--- src/hdl/edf_pkg.sv ---
// ----------------------------------------------------------------------------
// EDF scheduler package
// Shared widths, run-state codes, payload types and cell control types.
// ----------------------------------------------------------------------------
package edf_pkg;

  localparam int TASK_COUNT = 8;
  localparam int TICK_BITS = 16;
  localparam int IDX_BITS = $clog2(TASK_COUNT);
  localparam int FIELD_W = 16;
  localparam int CFG_IDX_W = 2;
  localparam int CFG_DATA_W = 16;

  localparam logic [CFG_IDX_W-1:0] CFG_MAX_WAKE = 2'd0;
  localparam logic [CFG_IDX_W-1:0] CFG_SLEEP_MARGIN = 2'd1;
  localparam logic [CFG_IDX_W-1:0] CFG_POWER_DOWN = 2'd2;

  localparam logic [FIELD_W-1:0] SEARCH_START = 16'd65535;
  localparam logic [FIELD_W-1:0] WAKE_START = 16'd60000;
  localparam logic [FIELD_W-1:0] EDGE_GUARD = 16'd2;

  typedef enum logic [1:0] {
    ST_FINISHED = 2'd0,
    ST_READY = 2'd1,
    ST_SUSPENDED = 2'd2,
    ST_EVENT = 2'd3
  } run_state_t;

  typedef struct packed {
    logic action;
    logic [2:0] task_index;
    logic task_enable;
    logic [15:0] task_period;
    logic [15:0] task_reserve;
    logic [15:0] start_delay;
    logic [15:0] elapsed_ticks;
    logic suspend_request;
    logic resource_wait;
    logic event_wait;
    logic wake_on_timer;
    logic [15:0] timer_now;
  } in_item_t;

  typedef struct packed {
    logic [2:0] next_task;
    logic [15:0] wake_ticks;
    logic task_switched;
    logic reserve_error;
    logic deadline_missed;
  } out_item_t;

  // Command broadcast from the controller to every cell.
  typedef struct packed {
    logic load;
    logic [IDX_BITS-1:0] load_idx;
    logic load_en;
    logic [TICK_BITS-1:0] load_period;
    logic [TICK_BITS-1:0] load_reserve;
    logic [TICK_BITS-1:0] load_delay;
    logic charge;
    logic [IDX_BITS-1:0] cur;
    logic susp_req;
    run_state_t susp_state;
    logic [TICK_BITS-1:0] elapsed;
    logic update;
  } cell_cmd_t;

  // Running values passed along the chain of cells.
  typedef struct packed {
    logic [TICK_BITS-1:0] best;
    logic [IDX_BITS-1:0] chosen;
    logic [TICK_BITS-1:0] chosen_budget;
    logic chosen_limited;
    logic [TICK_BITS-1:0] nw;
    logic missed;
    logic rerr;
  } chain_t;

endpackage

--- src/hdl/edf_if.sv ---
// ----------------------------------------------------------------------------
// EDF stream interface
// Valid/ready channel carrying one payload of a given type.
// ----------------------------------------------------------------------------
interface edf_if #(parameter type payload_t = logic) (input logic clk);
  logic valid;
  logic ready;
  payload_t data;
  modport source (output valid, output data, input ready);
  modport sink (input valid, input data, output ready);
endinterface

--- src/hdl/edf_cell.sv ---
// ----------------------------------------------------------------------------
// EDF task cell
// Holds one task entry, charges, counts down and releases it, and folds its
// deadline into the running minimum passed along the chain.
// ----------------------------------------------------------------------------
module edf_cell (
  input  logic clk,
  input  logic rst_n,
  input  logic [edf_pkg::IDX_BITS-1:0] my_idx,
  input  edf_pkg::cell_cmd_t cmd,
  input  edf_pkg::chain_t chain_in,
  output edf_pkg::chain_t chain_out
);
  import edf_pkg::*;

  logic active_r, active_nxt;
  run_state_t st_r, st_nxt;
  logic [TICK_BITS-1:0] wake_r, wake_nxt, per_cd_r, per_cd_nxt;
  logic [TICK_BITS-1:0] bud_r, bud_nxt, plen_r, plen_nxt, res_r, res_nxt;
  logic [TICK_BITS:0] psum;
  logic [TICK_BITS-1:0] w1, e;
  logic is_cur;

  assign e = cmd.elapsed;
  assign is_cur = (cmd.cur == my_idx);
  assign psum = {1'b0, cmd.load_delay} + {1'b0, cmd.load_period};

  always_comb begin
    active_nxt = active_r;
    st_nxt = st_r;
    wake_nxt = wake_r;
    per_cd_nxt = per_cd_r;
    bud_nxt = bud_r;
    plen_nxt = plen_r;
    res_nxt = res_r;
    chain_out = chain_in;
    w1 = '0;
    if (cmd.load && cmd.load_idx == my_idx) begin
      active_nxt = cmd.load_en;
      st_nxt = cmd.load_en ? ST_SUSPENDED : ST_FINISHED;
      plen_nxt = cmd.load_period;
      res_nxt = cmd.load_reserve;
      bud_nxt = cmd.load_reserve;
      wake_nxt = cmd.load_delay;
      per_cd_nxt = psum[TICK_BITS] ? '1 : psum[TICK_BITS-1:0];
    end
    if (cmd.charge && is_cur) begin
      if (cmd.susp_req && st_r != ST_FINISHED) begin
        st_nxt = cmd.susp_state;
      end
      if (res_r != '0 && my_idx != '0 && st_nxt != ST_SUSPENDED &&
          st_nxt != ST_FINISHED) begin
        if (bud_r < e) begin
          chain_out.rerr = 1'b1;
          bud_nxt = '0;
        end else begin
          bud_nxt = bud_r - e;
        end
        if (bud_nxt == '0) begin
          st_nxt = ST_SUSPENDED;
        end
      end
    end
    if (cmd.update && active_r && my_idx != '0 && st_r != ST_FINISHED) begin
      w1 = (e >= wake_r) ? '0 : wake_r - e;
      wake_nxt = w1;
      if (e < per_cd_r) begin
        per_cd_nxt = per_cd_r - e;
      end else if (e > per_cd_r) begin
        chain_out.missed = 1'b1;
      end else begin
        per_cd_nxt = plen_r;
      end
      if (st_r == ST_SUSPENDED) begin
        if (w1 == '0) begin
          bud_nxt = res_r;
          st_nxt = ST_READY;
          wake_nxt = per_cd_nxt;
        end
        if (wake_nxt != '0 && wake_nxt < chain_in.nw) begin
          chain_out.nw = wake_nxt;
        end
      end
      if (st_nxt == ST_READY && per_cd_nxt < chain_in.best) begin
        chain_out.best = per_cd_nxt;
        chain_out.chosen = my_idx;
        chain_out.chosen_budget = bud_nxt;
        chain_out.chosen_limited = (res_r != '0);
      end
    end
  end

  always_ff @(posedge clk) begin
    if (!rst_n) begin
      active_r <= 1'b0;
      st_r <= ST_FINISHED;
      wake_r <= '0;
      per_cd_r <= '0;
      bud_r <= '0;
      plen_r <= '0;
      res_r <= '0;
    end else begin
      active_r <= active_nxt;
      st_r <= st_nxt;
      wake_r <= wake_nxt;
      per_cd_r <= per_cd_nxt;
      bud_r <= bud_nxt;
      plen_r <= plen_nxt;
      res_r <= res_nxt;
    end
  end

endmodule

--- src/hdl/periodic_task_edf_scheduler_core.sv ---
// ----------------------------------------------------------------------------
// Periodic task EDF scheduler core
// A load transfer writes the task entry in the charge state and then presents
// its result. A schedule transfer charges the running task, walks the running
// minimum along the chain of task cells, visiting each cell in turn, clamps the
// timer interval and presents the result. The result sits in an output register;
// the next input transfer is taken once it has been handed on.
// ----------------------------------------------------------------------------
module periodic_task_edf_scheduler_core (
  input  logic clk,
  input  logic rst_n,
  edf_if.sink in_ch,
  edf_if.source out_ch,
  input  logic cfg_we,
  input  logic [edf_pkg::CFG_IDX_W-1:0] cfg_index,
  input  logic [edf_pkg::CFG_DATA_W-1:0] cfg_data
);
  import edf_pkg::*;

  typedef enum logic [2:0] {S_IDLE, S_CHARGE, S_WALK, S_CLAMP, S_OUT} fsm_t;

  fsm_t state_r;
  in_item_t item_r;
  out_item_t res_r;
  logic out_valid_r;
  logic [IDX_BITS-1:0] step_r, cur_r;
  logic [TICK_BITS-1:0] max_wake_r, margin_r;
  logic pd_en_r;
  chain_t acc_r;
  cell_cmd_t cmd;
  chain_t chain_in [TASK_COUNT];
  chain_t chain_out [TASK_COUNT];
  logic [TICK_BITS-1:0] nw, d, smm;
  logic [TICK_BITS:0] s_plus_m, tnow1;

  assign in_ch.ready = (state_r == S_IDLE) && !out_valid_r;
  assign out_ch.valid = out_valid_r;
  assign out_ch.data = res_r;

  always_comb begin
    cmd = '0;
    cmd.load_idx = item_r.task_index;
    cmd.load_en = item_r.task_enable;
    cmd.load_period = item_r.task_period;
    cmd.load_reserve = item_r.task_reserve;
    cmd.load_delay = item_r.start_delay;
    cmd.cur = cur_r;
    cmd.susp_req = item_r.suspend_request;
    if (item_r.resource_wait || (item_r.event_wait && !item_r.wake_on_timer)) begin
      cmd.susp_state = ST_EVENT;
    end else begin
      cmd.susp_state = ST_SUSPENDED;
    end
    cmd.elapsed = item_r.elapsed_ticks;
    cmd.charge = (state_r == S_CHARGE);
    cmd.load = (state_r == S_CHARGE) && !item_r.action;
    cmd.update = (state_r == S_WALK);
  end

  genvar g;
  generate
    for (g = 0; g < TASK_COUNT; g++) begin : g_cell
      cell_cmd_t c;
      always_comb begin
        c = cmd;
        c.update = cmd.update && (step_r == IDX_BITS'(g));
        c.charge = cmd.charge && item_r.action;
        chain_in[g] = acc_r;
      end
      edf_cell u_cell (
        .clk(clk), .rst_n(rst_n), .my_idx(IDX_BITS'(g)),
        .cmd(c), .chain_in(chain_in[g]), .chain_out(chain_out[g])
      );
    end
  endgenerate

  assign s_plus_m = {1'b0, margin_r} + {1'b0, max_wake_r};
  assign d = acc_r.nw - margin_r;
  assign smm = max_wake_r - margin_r;
  assign tnow1 = {1'b0, item_r.timer_now} + 17'd1;

  always_comb begin
    nw = acc_r.nw;
    if (acc_r.chosen != '0) begin
      if (acc_r.chosen_limited && acc_r.chosen_budget < max_wake_r) begin
        if (acc_r.chosen_budget < nw) nw = acc_r.chosen_budget;
      end else if (nw > max_wake_r) begin
        nw = max_wake_r;
      end
    end else if (pd_en_r) begin
      if (acc_r.nw > margin_r) begin
        if (d < max_wake_r) begin
          nw = (d < margin_r) ? margin_r - 16'd1 : d;
        end else if ({1'b0, acc_r.nw} > s_plus_m) begin
          nw = max_wake_r;
        end else begin
          nw = smm;
        end
      end
    end
    if (!pd_en_r && nw > max_wake_r) nw = max_wake_r;
    if (tnow1 >= {1'b0, nw}) nw = item_r.timer_now + EDGE_GUARD;
  end

  always_ff @(posedge clk) begin
    if (!rst_n) begin
      state_r <= S_IDLE;
      out_valid_r <= 1'b0;
      cur_r <= '0;
      step_r <= '0;
      max_wake_r <= 16'd250;
      margin_r <= 16'd10;
      pd_en_r <= 1'b1;
    end else begin
      if (cfg_we) begin
        case (cfg_index)
          CFG_MAX_WAKE: max_wake_r <= cfg_data;
          CFG_SLEEP_MARGIN: margin_r <= cfg_data;
          CFG_POWER_DOWN: pd_en_r <= cfg_data[0];
          default: ;
        endcase
      end
      if (out_valid_r && out_ch.ready) out_valid_r <= 1'b0;
      case (state_r)
        S_IDLE: begin
          if (in_ch.valid && in_ch.ready) begin
            item_r <= in_ch.data;
            acc_r <= '{best: SEARCH_START, nw: WAKE_START, default: '0};
            state_r <= S_CHARGE;
          end
        end
        S_CHARGE: begin
          step_r <= '0;
          if (!item_r.action) begin
            res_r <= '{next_task: cur_r, default: '0};
            state_r <= S_OUT;
          end else begin
            acc_r.rerr <= chain_out[cur_r].rerr;
            state_r <= S_WALK;
          end
        end
        S_WALK: begin
          acc_r <= chain_out[step_r];
          step_r <= step_r + 1'b1;
          if (step_r == IDX_BITS'(TASK_COUNT - 1)) state_r <= S_CLAMP;
        end
        S_CLAMP: begin
          res_r <= '{next_task: acc_r.chosen, wake_ticks: nw,
                     task_switched: (acc_r.chosen != cur_r),
                     reserve_error: acc_r.rerr, deadline_missed: acc_r.missed};
          cur_r <= acc_r.chosen;
          state_r <= S_OUT;
        end
        S_OUT: begin
          out_valid_r <= 1'b1;
          state_r <= S_IDLE;
        end
        default: state_r <= S_IDLE;
      endcase
    end
  end

  a_ready_idle: assert property (@(posedge clk) disable iff (!rst_n)
    in_ch.ready |-> state_r == S_IDLE) else $error("ready outside idle");
  a_out_after: assert property (@(posedge clk) disable iff (!rst_n)
    $rose(out_valid_r) |-> $past(state_r) == S_OUT) else $error("bad result timing");
  a_load_zero: assert property (@(posedge clk) disable iff (!rst_n)
    out_valid_r && !item_r.action |-> res_r.wake_ticks == '0)
    else $error("load result not zero");

endmodule

--- src/flat_wrapper.sv ---
// flat-port wrapper written by rule: the top's interface ports become plain ports
module periodic_task_edf_scheduler_core_flat import edf_pkg::*;
  (clk, rst_n, cfg_we, cfg_index, cfg_data, in_ch_valid, in_ch_data, in_ch_ready, out_ch_valid, out_ch_data, out_ch_ready);
  edf_if #(.payload_t(in_item_t)) in_ch_i (.clk(clk));
  edf_if #(.payload_t(out_item_t)) out_ch_i (.clk(clk));
  input  logic clk;
  input  logic rst_n;
  input  logic cfg_we;
  input  logic [edf_pkg::CFG_IDX_W-1:0] cfg_index;
  input  logic [edf_pkg::CFG_DATA_W-1:0] cfg_data;
  input wire logic [$bits(in_ch_i.valid)-1:0] in_ch_valid;
  input wire logic [$bits(in_ch_i.data)-1:0] in_ch_data;
  output wire logic [$bits(in_ch_i.ready)-1:0] in_ch_ready;
  output wire logic [$bits(out_ch_i.valid)-1:0] out_ch_valid;
  output wire logic [$bits(out_ch_i.data)-1:0] out_ch_data;
  input wire logic [$bits(out_ch_i.ready)-1:0] out_ch_ready;
  assign in_ch_i.valid = in_ch_valid;
  assign in_ch_i.data = in_ch_data;
  assign in_ch_ready = in_ch_i.ready;
  assign out_ch_valid = out_ch_i.valid;
  assign out_ch_data = out_ch_i.data;
  assign out_ch_i.ready = out_ch_ready;
  periodic_task_edf_scheduler_core u_core (.clk(clk), .rst_n(rst_n), .in_ch(in_ch_i), .out_ch(out_ch_i), .cfg_we(cfg_we), .cfg_index(cfg_index), .cfg_data(cfg_data));
endmodule
--- config.mk ---
export PLATFORM = sky130hd
export DESIGN_NAME = periodic_task_edf_scheduler_core_flat
export DESIGN_NICKNAME = d
export VERILOG_FILES = /design/src/hdl/edf_pkg.sv /design/src/hdl/edf_if.sv /design/src/hdl/edf_cell.sv /design/src/hdl/periodic_task_edf_scheduler_core.sv /design/src/flat_wrapper.sv
export SDC_FILE = /design/constraint.sdc
export NUM_CORES = 2
export LEC_CHECK = 0
export ABC_AREA = 0
export BUFFER_PORTS_ARGS = -buffer_cell sky130_fd_sc_hd__clkbuf_2
export CAP_MARGIN = 5
export CORE_MARGIN = 1.5
export CORE_UTILIZATION = 27
export CTS_CLUSTER_SIZE = 10
export DETAILED_ROUTE_END_ITERATION = 10
export MAX_ROUTING_LAYER = met4
export PLACE_DENSITY = 0.44
export REMOVE_ABC_BUFFERS = 1
export SETUP_SLACK_MARGIN = 0.2
export SYNTH_ARGS = -nofsm -noshare
export SYNTH_HDL_FRONTEND = slang
export SYNTH_SLANG_ARGS = --single-unit
--- constraint.sdc ---
create_clock -name clk -period 30.4 [get_ports clk]
set_input_delay 3.04 -clock clk [delete_from_list [all_inputs] [get_ports clk]]
set_output_delay 3.04 -clock clk [all_outputs]
set_load 0.005 [all_outputs]
After elaboration in Yosys (flattened, before gate mapping)
Cells that the tools add are included.
{ "totals": {"register_bits": 789, "inputBits": 112, "wordCells": 678} }
{ "classes": {"n_addsub": 29, "n_lt_le_gt_ge": 53, "n_eq_ne": 53, "muxes": 313, "n_bitwise": 2, "n_reduce_logical": 148} }
{ "op_table": {"columns": ["operator", "count"], "rows": [
  ["2-to-1 mux 16 bit", 173],
  ["less-than comparator 16 bit", 32],
  ["2-to-1 mux 53 bit", 7],
  ["subtractor 16 bit", 23],
  ["binary-select mux 54 bit (select 3 bit)", 2],
  ["2-to-1 mux 36 bit", 7],
  ["zero test 16 bit", 14],
  ["nonzero test 16 bit", 14],
  ["2-to-1 mux 54 bit", 3],
  ["> comparator 16 bit", 10],
  ["2-to-1 mux 2 bit", 71],
  [">= comparator 16 bit", 7],
  ["case mux 53 bit (2 select lines)", 1],
  ["logical AND 1 bit", 78],
  ["nonzero test 2 bit", 25],
  ["case mux 22 bit (2 select lines)", 1],
  ["2-to-1 mux 1 bit", 41],
  ["equality test 3 bit (second input constant)", 13],
  ["adder 16 x 16 -> 17 bit", 2],
  ["equality test 3 x 2 -> 1 bit (second input constant)", 8],
  ["2-to-1 mux 22 bit", 1],
  ["!= test 2 bit (second input constant)", 10],
  ["adder 16 x 1 -> 17 bit (second input constant)", 1],
  [">= comparator 17 x 16 -> 1 bit", 1],
  ["other kinds (23)", 53]
]} }

Logic depth before layout (Yosys ltp)
{ "depth": {"word_depth": 27, "ltp_mapped": 53} }

Modules after synthesis
A second synthesis with hierarchy kept.
{ "unflattened": {"hier_cells": 12387, "hier_area_um2": 94341.7} }
{ "by_module_without_submodules": {"columns": ["mod", "n_inst", "cells_per_inst", "area_per_inst_um2", "seq_area_each_um2"], "rows": [
  ["edf_cell at u_core.g_cell[4].u_cell ...", 4, 1363, 9711.8, 1661.6],
  ["edf_cell at u_core.g_cell[1].u_cell ...", 3, 1302, 9542.9, 1661.6],
  ["periodic_task_edf_scheduler_core", 1, 1728, 17406.7, 5815.6],
  ["edf_cell at u_core.g_cell[0].u_cell", 1, 1301, 9459.1, 1661.6]
]} }

Worst setup path before layout
Ideal clock, no wire load.
{ "synth_path": {"kind": "input-to-reg", "start": "input rst_n", "end": "register u_core.acc_r[10] (netlist name) (enable)", "setup_ns": 0.409, "arrival_time_ns": 12.882, "t_required_ns": 29.991, "setup_slack_ns": 17.109, "path_stages": 3, "path_buffers": 0, "path_cell_list": "nand2b_1 -> nor4_1 -> a21o_1"} }
{ "synth_via": {"elab_chain_len": 1} }
{ "synth_rtl": {"columns": ["element", "line", "rtl"], "rows": [
  ["from (decl)", "flat_wrapper.sv:7", "input logic rst_n;"],
  ["AND reduction 3 bit (no source line)", null, null],
  ["to (signal assigned)", "periodic_task_edf_scheduler_core.sv:143", "acc_r <= chain_out[step_r];"],
  ["to (decl)", "periodic_task_edf_scheduler_core.sv:29", "chain_t acc_r;"]
]} }
Every way passes these cells.
A chain may end at the register's enable or synchronous reset.

Final worst setup path
{ "layout_path": {"start": "register u_core.acc_r[2] (netlist name)", "end": "register u_core.res_r, in the netlist u_core.out_ch.data[4] (data pin)"} }
{ "layout_via": {"elab_chain_len": 13, "word_cells_on_any_way": 22} }
{ "layout_rtl": {"columns": ["element", "line", "rtl"], "rows": [
  ["subtractor 16 bit", "periodic_task_edf_scheduler_core.sv:78", "assign d = acc_r.nw - margin_r;"],
  ["less-than comparator 16 bit", "periodic_task_edf_scheduler_core.sv:93", "nw = (d < margin_r) ? margin_r - 16'd1 : d;"],
  ["2-to-1 mux 16 bit", "periodic_task_edf_scheduler_core.sv:93", null],
  ["2-to-1 mux 16 bit", "periodic_task_edf_scheduler_core.sv:92", "if (d < max_wake_r) begin"],
  ["2-to-1 mux 16 bit", "periodic_task_edf_scheduler_core.sv:91", "if (acc_r.nw > margin_r) begin"],
  ["2-to-1 mux 16 bit", "periodic_task_edf_scheduler_core.sv:90", "end else if (pd_en_r) begin"],
  ["2-to-1 mux 16 bit (*)", "periodic_task_edf_scheduler_core.sv:84", "if (acc_r.chosen != '0) begin"],
  ["> comparator 16 bit", "periodic_task_edf_scheduler_core.sv:101", "if (!pd_en_r && nw > max_wake_r) nw = max_wake_r;"],
  ["logical AND 1 bit", "periodic_task_edf_scheduler_core.sv:101", null],
  ["2-to-1 mux 16 bit (*)", "periodic_task_edf_scheduler_core.sv:101", null],
  [">= comparator 17 x 16 -> 1 bit", "periodic_task_edf_scheduler_core.sv:102", "if (tnow1 >= {1'b0, nw}) nw = item_r.timer_now + EDGE_GUARD;"],
  ["2-to-1 mux 16 bit (*)", "periodic_task_edf_scheduler_core.sv:102", null],
  ["case mux 22 bit (2 select lines) (*)", "periodic_task_edf_scheduler_core.sv:124", "case (state_r)"],
  ["to (signal assigned)", "periodic_task_edf_scheduler_core.sv:148", "res_r <= '{next_task: acc_r.chosen, wake_ticks: nw,"],
  ["to (decl)", "periodic_task_edf_scheduler_core.sv:24", "out_item_t res_r;"]
]} }
Mark *: on every way between the ends. The rest lies on a longest branch, timed or not.

==> results.cfg <==
[status]
status = complete, no violations

[synthesis]
synth_commonest_cells = nand2_1 (1595), a21oi_1 (1078), nor2_1 (784)
ys_ff_latch = 789
synth_cell_types = 117
synth_area_leader_cell = dfxtp_1
synthCells = 10000
yosysTopAreaCellShare_pct = 16.7
synth_area_mm2 = 0.0750
synth_flop_cell = dfxtp_1
async_flop_share_pct = 0
syn_avg_cell_area_um2 = 7.47
synthTopCellsByArea = dfxtp_1 (17%), ha_1 (12%), nand2_1 (8.0%), a21oi_1 (7.2%), edfxtp_1 (6.6%)
synth_most_common_cell = nand2_1
yosysWarnings = 0
synth_edf_count = 165
yosysSeqAreaShare_pct = 23.3

[critical_path]
critPathKind = register to register
worst_path_largest_cell_delay_ps = 860
critPathBufInv = 7
r2r_end = u_core.out_ch.data[4]
crit_slowest_cell = o21ai_1
worstSetupStartpointType = register
cp-startpoint = u_core.acc_r[2]
reg2reg_slack_ps = 18580
timing.rr.start = u_core.acc_r[2]
critPathMostFrequentCell = o21a_1
cp-end-kind = register
critPathMaxFanout = 34
r2r_cells = 49
cp.required_ps = 31020
critPathTopFamily = compound AO/OA/AOI/OAI gates
arrival_ps = 12440

[clocking]
ctsResizeCount = 0
cts_setup_buffers = 0
cts_tree = built
cts-root-buf = clkbuf_16
clkLatencyLatePin_ps = 940
cts_max_level = 3
ctsHoldBuffers = 0
path_clk_slew_ps = 60
clock-sinks = 789
clk_path_buf_depth = 4
cts_buffers = 116

[worst_hold_path]
hold_depth = 2
min_path_type = register to register
hp-start = u_core.g_cell[7].u_cell.plen_r[7]
holdPathEnd = u_core.g_cell[7].u_cell.plen_r[7]

[route]
vias = 85200
wire_per_inst_um = 32.7
wl_um = 456000
vias_per_cell = 6.11
ant_nets = 0
drt_pass1_iterations = 10
drcViolationCount = 0
initialDrtViolationCount = 11000

[power]
p_leak_nw = 34.9
powerDensity_mw_per_mm2 = 36.9
power.total_mw = 3.14
peakVddDrop_uv = 43.5

[cells_and_area]
multi_input_area_mm2 = 0.0545
drive_gt1_share_pct = 9.71
layout.nets = 11000
fillers = 29800
regArea_mm2 = 0.0175
fin_cells = 13900
syn_to_final_growth_pct = 13.6

[floorplan]
die_y_um = 530
fp.dieW_um = 530
start_util_pct = 27.1
core-area_mm2 = 0.276
rows = 193
fp.dieArea_mm2 = 0.281
io_pins = 136

[job]
maxCapViolations = 0

[place]
placed_cells = 13700
gp_congestion = 1.05
port_buffers = 135
place.detailed.hpwl_um = 346000
place_ws_ps = 18790

[grt]
gr-total-overflow = 0
grt_usage_pct = 32.1
antenna_found_initial = 37
grt_pass1_wl_um = 625000
first_global_vias = 78700
grt_max_degree = 94

[sta]
worst_pin_slew_ps = 1400
slew_headroom_pct = 5.76
rsz0062_at_grt = false
hold_viol = 0
min_period_over_period_pct = 38.9
holdWs_ps = 459
slew_violations = 0
period_needed_ps = 11820
worst_slack_ps = 18580
tns_ps = 0
setup_viol_count_final = 0
finalClockSkew_ps = 96.9
fmax_ghz = 0.0846
[logic make-up (layout without fill, tap and decap cells)]
family                     count (synthesis)  after routing  synth area share, %
AOI/OAI and AO/OA                       3483           3483                 30.7
and+or+nand+nor                         3618           3618                 22.1
adders and majority gates                768            768                 13.1
xor gates and xnor gates                 248            248                 2.90
buffers and inverters                    890           1067                 4.59
other                                      0             18                    0
DFF                                      789            789                 23.3
muxes                                    242            242                 3.36
[area by class of cell]
type,count,area share (%)
inverters,342,1.52
clock inverters,31,0.435
multi-input cells,8359,63.9
repair buffers,515,4.14
clock buffers,179,4.02
flip-flops and latches,789,20.5
well taps,3705,5.44
diodes,18,0.0529
[sequential cells by signal, indices dropped and copies added, names as in the netlist]
name / cells
u_core.out_ch.valid: 1
u_core.g_cell.u_cell.active_r: 7
u_core.out_ch.data: 22
u_core.g_cell.u_cell.bud_r: 112
u_core.g_cell.u_cell.st_r: 14
u_core.g_cell.u_cell.wake_r: 112
u_core.g_cell.u_cell.plen_r: 112
u_core.cmd: 69
u_core.margin_r: 16
u_core.cur_r: 3
u_core.max_wake_r: 16
u_core.state_r: 3
u_core.g_cell.u_cell.res_r: 112
u_core.step_r: 3
u_core.pd_en_r: 1
u_core.item_r: 20
u_core.acc_r: 54
u_core.g_cell.u_cell.per_cd_r: 112
[worst min-delay path: cells and delay by family (launching register included)]
family | cells | cell delay (ps)
and+or+nand+nor | 1 | 50
AOI/OAI and AO/OA | 1 | 50
DFF | 1 | 310
[layer usage]
| layer | GRT usage [%] | wire length [µm] | share of wire (%) |
|---|---|---|---|
| met1 | 41.4 | 194000 | 43 |
| met5 | - | 0 | 0 |
| met3 | 5.91 | 40200 | 8.8 |
| met2 | 47.2 | 193000 | 42 |
| met4 | 17.2 | 28800 | 6.3 |
[metrics by stage]
stage / utilization [%] / area [µm²]
2_1_floorplan: - / 72800
3_3_place_gp: 29.4 / 81400
3_5_place_dp: 29.4 / 81400
4_1_cts: 30.8 / 85200
5_1_grt: 30.8 / 85200
6_report: 30.8 / 85200
[layout by cell type (no fill, tap or decap), types with 170 or more instances in the layout]
cell type and count:
o21ai_0 531, buf_4 381, a31oi_1 170, nand3_1 176, nor2_1 774, nand2_1 1593
dfxtp_1 621, inv_1 318, ha_1 743, mux2i_1 189, a21oi_1 1076, a21o_1 228
nor3_1 190, a211oi_1 213
[power breakdown]
group / leakage, nW / internal (mW) / switching (mW) / total (mW)
Clock: 1.87 / 0.829 / 0.597 / 1.43
Combinational: 26.5 / 0.180 / 0.421 / 0.601
Sequential: 6.50 / 1.09 / 0.0297 / 1.12
Total: 34.9 / 2.10 / 1.05 / 3.14
[worst max-delay path by stage]
| stage | end | depth (start not counted) |
|---|---|---|
| 6_report | u_core.out_ch.data[4] | 49 |
| 5_1_grt | u_core.out_ch.data[3] | 50 |
| 4_1_cts | u_core.out_ch.data[4] | 49 |
| 3_5_place_dp | u_core.out_ch.data[3] | 50 |
| 3_3_place_gp | u_core.out_ch.data[3] | 50 |
| 2_1_floorplan | u_core.acc_r[10] | 3 |
Power figures use the tool's default switching activity.
